### config.mk
export PLATFORM = sky130hd
export DESIGN_NAME = gac_ram
export DESIGN_NICKNAME = d
export VERILOG_FILES = /design/src/design/glyph_atlas_cache_assert.svh /design/src/design/gac_ram.sv
export SDC_FILE = /design/constraint.sdc
export NUM_CORES = 1
export LEC_CHECK = 0
export BUFFER_PORTS_ARGS = -buffer_cell sky130_fd_sc_hd__buf_2
export CAP_MARGIN = 5
export CORE_MARGIN = 2
export CORE_UTILIZATION = 60
export DETAILED_ROUTE_END_ITERATION = 8
export PLACE_DENSITY = 0.78
export SLEW_MARGIN = 20
export SYNTH_ARGS = -nofsm -noshare
export SYNTH_HDL_FRONTEND = slang
export SYNTH_SLANG_ARGS = --single-unit
### constraint.sdc
create_clock -name clk_i -period 2.3 [get_ports clk_i]
set_input_delay 0.46 -clock clk_i [delete_from_list [all_inputs] [get_ports clk_i]]
set_output_delay 0.46 -clock clk_i [all_outputs]
set_load 0.03 [all_outputs]
### src/design/glyph_atlas_cache_assert.svh
// ----------------------------------------------------------------------------
// glyph atlas cache assertion macros
// wrappers for concurrent checks, clocked on clk_i; GAC_ASSERT is quiet while in reset, GAC_ASSERT_ALWAYS is not
// ----------------------------------------------------------------------------
`ifndef GLYPH_ATLAS_CACHE_ASSERT_SVH
`define GLYPH_ATLAS_CACHE_ASSERT_SVH

`ifndef ASSERT_OFF
`define GAC_ASSERT(lbl, prop, msg) \
  lbl: assert property (@(posedge clk_i) disable iff (!rst_ni) (prop)) else $error(msg);
`define GAC_ASSERT_ALWAYS(lbl, prop, msg) \
  lbl: assert property (@(posedge clk_i) (prop)) else $error(msg);
`else
`define GAC_ASSERT(lbl, prop, msg)
`define GAC_ASSERT_ALWAYS(lbl, prop, msg)
`endif

`endif

### src/design/gac_ram.sv
// ----------------------------------------------------------------------------
// gac_ram
// simple dual port ram, one write port, one registered read port
// ----------------------------------------------------------------------------
module gac_ram #(
  parameter int Width = 8,
  parameter int Depth = 16
) (
  input  logic                     clk_i,
  input  logic                     we_i,
  input  logic [$clog2(Depth)-1:0] waddr_i,
  input  logic [Width-1:0]         wdata_i,
  input  logic [$clog2(Depth)-1:0] raddr_i,
  output logic [Width-1:0]         rdata_o
);

  logic [Width-1:0] mem_q [Depth];

  always_ff @(posedge clk_i) begin
    if (we_i) begin
      mem_q[waddr_i] <= wdata_i;
    end
    rdata_o <= mem_q[raddr_i];
  end

endmodule

Word level (Yosys, flattened, before mapping)
Memories as Yosys holds them, arrays and structs flattened. A register that Yosys moved wholly into a read port is not among the register bits.
Index checks and enable logic that the tools add are counted.
{ "word_totals": {"reg_bits": 0, "mem_bits_rw": 128, "in_bits": 18, "output_inout_bits": 8, "elab_cells": 3, "n_memories": 1} }
{ "memory_table": {"columns": ["memory", "words", "word_bits", "rd", "rd_clocked_by_memory_dff", "wr", "line", "rtl"], "rows": [
  ["mem_q", 16, 8, 1, 1, 1, "gac_ram.sv:17", "logic [Width-1:0] mem_q [Depth];"]
]} }
{ "classes": {"n_mux": 2} }
{ "op_table": {"columns": ["cell", "count"], "rows": [
  ["1-bit 2-to-1 mux", 2]
]} }

Logic depth before layout (Yosys ltp)
Gate-level depths: netlist (run 1).
{ "logic_depth": {"ltp_word": 2, "ltp_mapped": 5, "mapped_depth_nobuf": 3} }

Worst setup path after synthesis (run 1)
Ideal clock, no wire load.
{ "synth_path": {"kind": "in2reg", "startpoint": "input port waddr_i[2]", "endpoint": "memory mem_q[0][0], enable pin", "setup_time_ns": 0.383, "arrival_ns": 1.570, "required_time_ns": 1.917, "path_slack_ns": 0.347, "stages": 2, "n_path_buf": 0, "path_cell_list": "or3b_2 > nor3_1"} }
{ "synth_rtl": {"columns": ["element", "line", "rtl"], "rows": [
  ["start: declaration", "gac_ram.sv:11", "input logic [$clog2(Depth)-1:0] waddr_i,"],
  ["end: declaration", "gac_ram.sv:17", null]
]} }
No word-level cell before the write port.

Worst setup path after layout (run 1)
{ "layout_path": {"startpoint": "register rdata_o[7], read port of mem_q", "endpoint": "output port rdata_o[7]"} }
{ "layout_rtl": {"columns": ["element", "line", "rtl"], "rows": [
  ["start: declaration", "gac_ram.sv:14", "output logic [Width-1:0] rdata_o"]
]} }
No word-level cell between the ends.

==> metrics.md, run 1 <==
| Metric | Value |
|---|---|
| Outcome | `finished, final reports clean` |
| Flop2flop setup slack | `0.92 ns` |
| Area leader, netlist | `edfxtp_1` |
| Ports | `26` |
| Cell Area, Synth | `0.00515 sq mm` |
| WP data required | `1.84 ns` |
| Die extent in x | `96.6 um` |
| Die Y | `96.6 um` |
| Register area share after synthesis | `0.778` |
| Clock Tree Buf Depth | `2` |
| Die ar. | `0.00934 sq mm` |
| Fin nets | `300` |
| Post-CTS Setup Inserts | `0` |
| Max Freq | `657 MHz` |
| Logic pwr share | `0.049` |
| Mean Syn Cell Area | `22.5 sq um` |
| Initial core utilization | `0.623` |
| Vias in the first global route | `2547` |
| Synth Flop Type | `edfxtp_1` |
| Final Cell Area | `0.00610 sq mm` |
| Max incr delay on CP | `0.35 ns` |
| Maximum vdd drop | `0.000558 V` |
| Fin. Hold Viols | `0` |
| Site Rows | `33` |
| Worst path bufs/invs | `1` |
| Final GP Congestion | `0.731` |
| Max-Cap Viols | `0` |
| Crit path max fanout | `1` |
| Post-Syn Nets | `247` |
| Delay-heaviest family, CP | `flip-flops` |
| Pint | `4.70 mW` |
| Crit-path cells | `buf_2` |
| Top cell type's share of synthesized area | `0.747` |
| R2r startpoint | `mem_q[1][2]$_DFFE_PP_` |
| Synth cell types | `19` |
| # hold bufs at CTS | `0` |
| Post_cts resized | `0` |
| Via Count | `2546` |
| Slowest cell on crit path | `dfxtp_1` |
| Min-delay worst type | `input pin to register` |
| First-pass GRT wire length | `15.1 mm` |
| Setup TNS | `0 ns` |
| DR vias/cell | `6.37` |
| Switching Share | `0.199` |
| Leak Pwr | `2.10 nW` |
| Synth area leaders | `edfxtp_1, mux4_2, mux4_1` |
| Sequential Power Share | `0.475` |
| Clk sinks | `136` |
| Reg clk slew, reported paths | `0.06 ns` |
| ANT cells | `0` |
| Most frequent cell after synthesis | `edfxtp_1` |
| Layout cells sized above 1 | `0.312` |
| Htree depth | `4` |
| Initial antenna violation count | `0` |
| RSZ-0062 raised after global routing | `no` |
| DP HPWL | `5.89 mm` |
| Post-synth ARST share | `0` |
| Worst endpoint data arrival time | `1.06 ns` |
| Register-to-Register Path Depth | `3` |
| Synthesized flop and latch total | `136` |
| Worst-Margin Slew | `0.612 ns` |
| Routed length per instance | `25.2 um` |
| CP endpoint kind | `output port` |
| # DRC | `0` |
| Core area | `0.00826 sq mm` |
| Crit path depth | `1` |
| Crit Reg-Reg Endpoint | `rdata_o[2]$_DFF_P_` |
| CTS tree | `done` |
| GR Overflow Total | `0` |
| Synth top cells by count | `edfxtp_1, mux4_2, a22oi_1` |
| Hold path depth | `1` |
| Final period util | `0.662` |
| EDFF count, synth | `128` |
| Final min period | `1.52 ns` |
| Largest net degree at the start of global routing | `33` |
| Final ANT Viol Nets | `0` |
| Cell Area, Placed | `0.00549 sq mm` |
| Skew final | `0.00719 ns` |
| Final Slew Violations | `0` |
| Clock power frac | `0.476` |
| Drt pass-1 iters | `4` |
| Root buffer cell | `clkbuf_8` |
| PD cells | `961 mW/mm^2` |
| Starting DRC count in detailed routing | `209` |
| Rel. slew slack | `0.591` |
| Final setup violating endpoints | `0` |
| I/O Buffers | `25` |
| Final wirelength | `10.1 mm` |
| Hold Path Sink | `mem_q[0][1]$_DFFE_PP_` |
| P_sw | `1.17 mW` |
| Crit start category | `register` |
| Util after Layout | `0.739` |
| Clk Latency, worst-skew pair | `0.51 ns` |
| Tot GR Track Use | `0.228` |
| Hold Crit Start | `wdata_i[1]` |
| TritonCTS Buffers | `17` |
| Area delta synth->final | `18.6%` |
| Synthesized instance count | `229` |
| Fillers | `454` |
| Crit path kind | `register to output port` |
| Yosys warns | `0` |
## registers in the layout, summed over array words and instances (netlist names)
register	count
rdata_o	8
mem_q	128
## cell type report
type	instances	area (sq um)	area share
flip-flops and latches	136	4000	0.656
multi-input cells	83	1060	0.173
clock buffers	20	445	0.0730
repair buffers	44	293	0.0480
clock inverters	12	174	0.0285
well taps	105	131	0.0215
## cells by family (layout without fill, tap and decap cells)
logic type      after synthesis  after routing  share of synthesized area
mux                          32             32                      0.150
compound gates               16             16                     0.0233
flops                       136            136                      0.778
buf+inv                      10             76                     0.0168
simple gates                 35             35                     0.0318
## how the worst max path moves through the flow
stage	from	to	slack, ns
3_3_place_gp	raddr_i[0]	rdata_o[3]$_DFF_P_	0.39
6_report	rdata_o[7]$_DFF_P_	rdata_o[7]	0.78
2_1_floorplan	waddr_i[2]	mem_q[0][0]$_DFFE_PP_	0.35
4_1_cts	rdata_o[7]$_DFF_P_	rdata_o[7]	0.73
5_1_grt	rdata_o[7]$_DFF_P_	rdata_o[7]	0.71
3_5_place_dp	raddr_i[0]	rdata_o[3]$_DFF_P_	0.36
## layout by cell type, fill, tap and decap left out
master	Yosys	layout
inv_6	0	1
buf_2	3	25
nand2b_1	2	2
clkinvlp_4	0	2
clkinv_2	0	1
buf_4	1	17
nor3_1	4	4
and2b_1	1	1
nand3b_1	2	2
and2_1	1	1
nand2_1	9	9
clkbuf_1	0	1
or3b_2	1	1
mux4_1	14	14
clkbuf_16	0	16
nor2_1	13	13
clkinv_4	0	2
nand3_1	1	1
clkinv_1	0	2
dfxtp_1	8	8
clkbuf_8	0	3
nor2b_1	1	1
mux4_2	18	18
buf_12	0	2
bufinv_16	0	4
a22oi_1	16	16
edfxtp_1	128	128
## through the flow
step / power [mW] / setup WS [ns] / cells / hold WS [ns]
after floorplan: 3.01 / 0.347 / 229 / 0.559
after global routing: 6.02 / 0.708 / 400 / 0.322
final: 5.87 / 0.778 / 400 / 0.342
after global placement: 3.11 / 0.390 / 368 / 0.648
after CTS: 5.89 / 0.726 / 400 / 0.319
after detailed placement: 3.12 / 0.362 / 368 / 0.661
## per-layer routing
layer | share of wire | GRT usage
met5 | 0 | 0
met4 | 0.024 | 0.0856
met3 | 0.071 | 0.0629
met2 | 0.51 | 0.361
met1 | 0.40 | 0.310
## power by group through the flow
stage	clock, mW	sequential [mW]	combinational [mW]
finish	2.79	2.79	0.287
detailed placement	0	2.84	0.283
floorplan	0	2.87	0.141
global route	2.92	2.79	0.305
CTS	2.82	2.79	0.288
global placement	0	2.84	0.276
No activity file was read; power rests on OpenSTA's default activity.
==> inputs of run 2 (changes only) <==
- clock period: 2.3 -> 1.6 ns (I/O delays scaled with it)
==> run 2 against run 1 <==
Compared with the run above:
- setup slack got worse by 0.60 ns
- global-route usage rose by 0.52 points
- combinational power rose by 49%
- worst hold slack got worse by 0.16 ns
- die area did not move
- via count fell by 1.5%
- final cell count rose by 1.8%
- register-to-register slack got worse by 0.71 ns
- utilization rose by 0.85 points
- critical path depth did not move
- critical endpoint is now rdata_o[5]
==> metrics.md, run 2 (same netlist as run 1, synthesis figures left out) <==
| Metric | Value |
|---|---|
| Fillers | `445 (-2.0%)` |
| # hold bufs at CTS | `0 (unchanged)` |
| First-pass GRT wire length | `15.5 mm (+2.3%)` |
| WP data required | `1.28 ns (-0.56 ns)` |
| Root buffer cell | `clkbuf_8` |
| Crit Reg-Reg Endpoint | `rdata_o[3]$_DFF_P_` |
| Max incr delay on CP | `0.37 ns (+0.02 ns)` |
| Crit-path cells | `buf_2` |
| Flop2flop setup slack | `0.21 ns (-0.71 ns)` |
| Hold Crit Start | `wdata_i[7]` |
| Drt pass-1 iters | `4 (unchanged)` |
| CTS tree | `done` |
| DP HPWL | `6.22 mm (+5.6%)` |
| Final ANT Viol Nets | `0 (unchanged)` |
| Skew final | `0.00694 ns (-0.000254 ns)` |
| Ports | `26 (unchanged)` |
| Layout cells sized above 1 | `0.334 (+0.0226)` |
| Max Freq | `702 MHz` |
| GR Overflow Total | `0 (unchanged)` |
| Reg clk slew, reported paths | `0.06 ns (about the same)` |
| R2r startpoint | `mem_q[6][3]$_DFFE_PP_` |
| Via Count | `2507 (-1.5%)` |
| Crit start category | `register` |
| CP endpoint kind | `output port` |
| Hold Slack | `0.187 ns (-0.155 ns)` |
| Largest Register | `mem_q` |
| Util after Layout | `0.748 (+0.00849)` |
| RSZ-0062 raised after global routing | `no` |
| Final Cell Area | `0.00617 sq mm (+1.1%)` |
| Setup ws final | `0.176 ns (-0.602 ns)` |
| Largest regs | `mem_q (128), rdata_o (8)` |
| Fin. Hold Viols | `0 (unchanged)` |
| Logic pwr share | `0.051 (+0.002)` |
| Pint | `6.76 mW (+44%)` |
| Slowest cell on crit path | `dfxtp_1` |
| Final GP Congestion | `0.737 (+0.85%)` |
| Die ar. | `0.00934 sq mm (unchanged)` |
| Most frequent cells in the layout | `edfxtp_1, buf_2, buf_4` |
| Clk Latency, worst-skew pair | `0.52 ns (about the same)` |
| Worst endpoint data arrival time | `1.10 ns (+0.04 ns)` |
| Cell Area, Placed | `0.00556 sq mm (+1.3%)` |
| Delay-heaviest family, CP | `flip-flops` |
| Worst path bufs/invs | `1 (unchanged)` |
| Clock power frac | `0.475 (about the same)` |
| Hold Path Sink | `mem_q[0][7]$_DFFE_PP_` |
| Place WS | `-0.131 ns (-0.492 ns)` |
| Die extent in x | `96.6 um (unchanged)` |
| # DRC | `0 (unchanged)` |
| Starting DRC count in detailed routing | `196 (-6.2%)` |
| Vias in the first global route | `2643 (+3.8%)` |
| Outcome | `finished, final reports clean` |
| P_sw | `1.69 mW (+45%)` |
| Largest register FFs | `128 (unchanged)` |
| I/O Buffers | `25 (unchanged)` |
| Final setup violating endpoints | `0 (unchanged)` |
| Final wirelength | `10.2 mm (+1.1%)` |
| TritonCTS Buffers | `17 (unchanged)` |
| Leak Pwr | `2.14 nW (+1.8%)` |
| Rel. slew slack | `0.452 (-0.139)` |
| Routed length per instance | `25.0 um (-0.68%)` |
| Htree depth | `4 (unchanged)` |
| Post-CTS Setup Inserts | `0 (unchanged)` |
| Pwr Total | `8.46 mW (+44%)` |
| Crit path kind | `register to output port` |
| Final min period | `1.42 ns` |
| Initial core utilization | `0.623 (unchanged)` |
| Hold path depth | `1 (unchanged)` |
| Min-delay worst type | `input pin to register` |
| Switching Share | `0.200 (+0.000879)` |
| Clk sinks | `136 (unchanged)` |
| Crit path max fanout | `1 (unchanged)` |
| Final period util | `0.890` |
| Fin nets | `307 (+2.3%)` |
| Site Rows | `33 (unchanged)` |
| Tot GR Track Use | `0.233 (+0.00519)` |
| Max-Cap Viols | `0 (unchanged)` |
| Final Slew Violations | `0 (unchanged)` |
| Clock Tree Buf Depth | `2 (unchanged)` |
| Most common cell after layout, fill and taps aside | `edfxtp_1` |
| Initial antenna violation count | `2 (+2)` |
| Post_cts resized | `0 (unchanged)` |
| PD cells | `1370 mW/mm^2 (+43%)` |
| Die Y | `96.6 um (unchanged)` |
| ANT cells | `0 (unchanged)` |
| Register-to-Register Path Depth | `3 (unchanged)` |
| Area delta synth->final | `20.0%` |
| Maximum vdd drop | `0.000926 V (+66%)` |
| Crit path depth | `1 (unchanged)` |
| Largest net degree at the start of global routing | `17 (-48%)` |
| Worst-Margin Slew | `0.820 ns (+0.208 ns)` |
| Core area | `0.00826 sq mm (unchanged)` |
| DR vias/cell | `6.16 (-3.2%)` |
| Sequential Power Share | `0.474 (about the same)` |
-- run 2: cell types whose count changed in the layout (fill, tap and decap cells not counted) --
cell	previous run	this run
buf_4	17	23
clkinvlp_4	2	3
clkinv_2	1	2
clkinv_1	2	1
nor3_1	4	3
buf_12	2	3
nor3_2	0	1
inv_6	1	0
-- run 2: final cells by class --
| class | count | area (sq um) | share of cell area |
|---|---|---|---|
| clock buffers | 20 | 445 | 0.0721 |
| clock inverters | 12 | 174 | 0.0282 |
| multi-input cells | 83 | 1060 | 0.172 |
| flip-flops and latches | 136 | 4000 | 0.648 |
| well taps | 105 | 131 | 0.0213 |
| repair buffers | 51 | 358 | 0.0580 |
-- run 2: how the worst max path moves through the flow --
stage | endpoint | start | slack [ns]
final | rdata_o[5] | rdata_o[5]$_DFF_P_ | 0.18
after global placement | rdata_o[0]$_DFF_P_ | raddr_i[0] | -0.07
after global routing | rdata_o[5] | rdata_o[5]$_DFF_P_ | 0.13
after CTS | rdata_o[5] | rdata_o[5]$_DFF_P_ | 0.15
after floorplan | mem_q[3][0]$_DFFE_PP_ | waddr_i[2] | 0.01
after detailed placement | rdata_o[0]$_DFF_P_ | raddr_i[0] | -0.13
-- run 2: layer usage --
layer	vias up	global-route usage	routed length (um)
li1	1097	-	-
met1	1283	0.318	4130
met2	110	0.365	5230
met3	15	0.0730	645
met4	2	0.0813	155
met5	-	0	13
-- run 2: per-stage QoR --
| stage | instances | TNS (ns) |
|---|---|---|
| detailed placement | 375 | -0.669 |
| CTS | 407 | 0 |
| finish | 407 | 0 |
| global placement | 375 | -0.307 |
| global route | 407 | 0 |
| floorplan | 229 | 0 |
-- run 2: power by group through the flow --
stage,Clock [mW],Sequential (mW),Combinational (mW)
4_1_cts,4.06,4.01,0.431
2_1_floorplan,0,4.12,0.202
5_1_grt,4.20,4.02,0.458
3_3_place_gp,0,4.08,0.413
6_report,4.02,4.01,0.429
3_5_place_dp,0,4.08,0.424
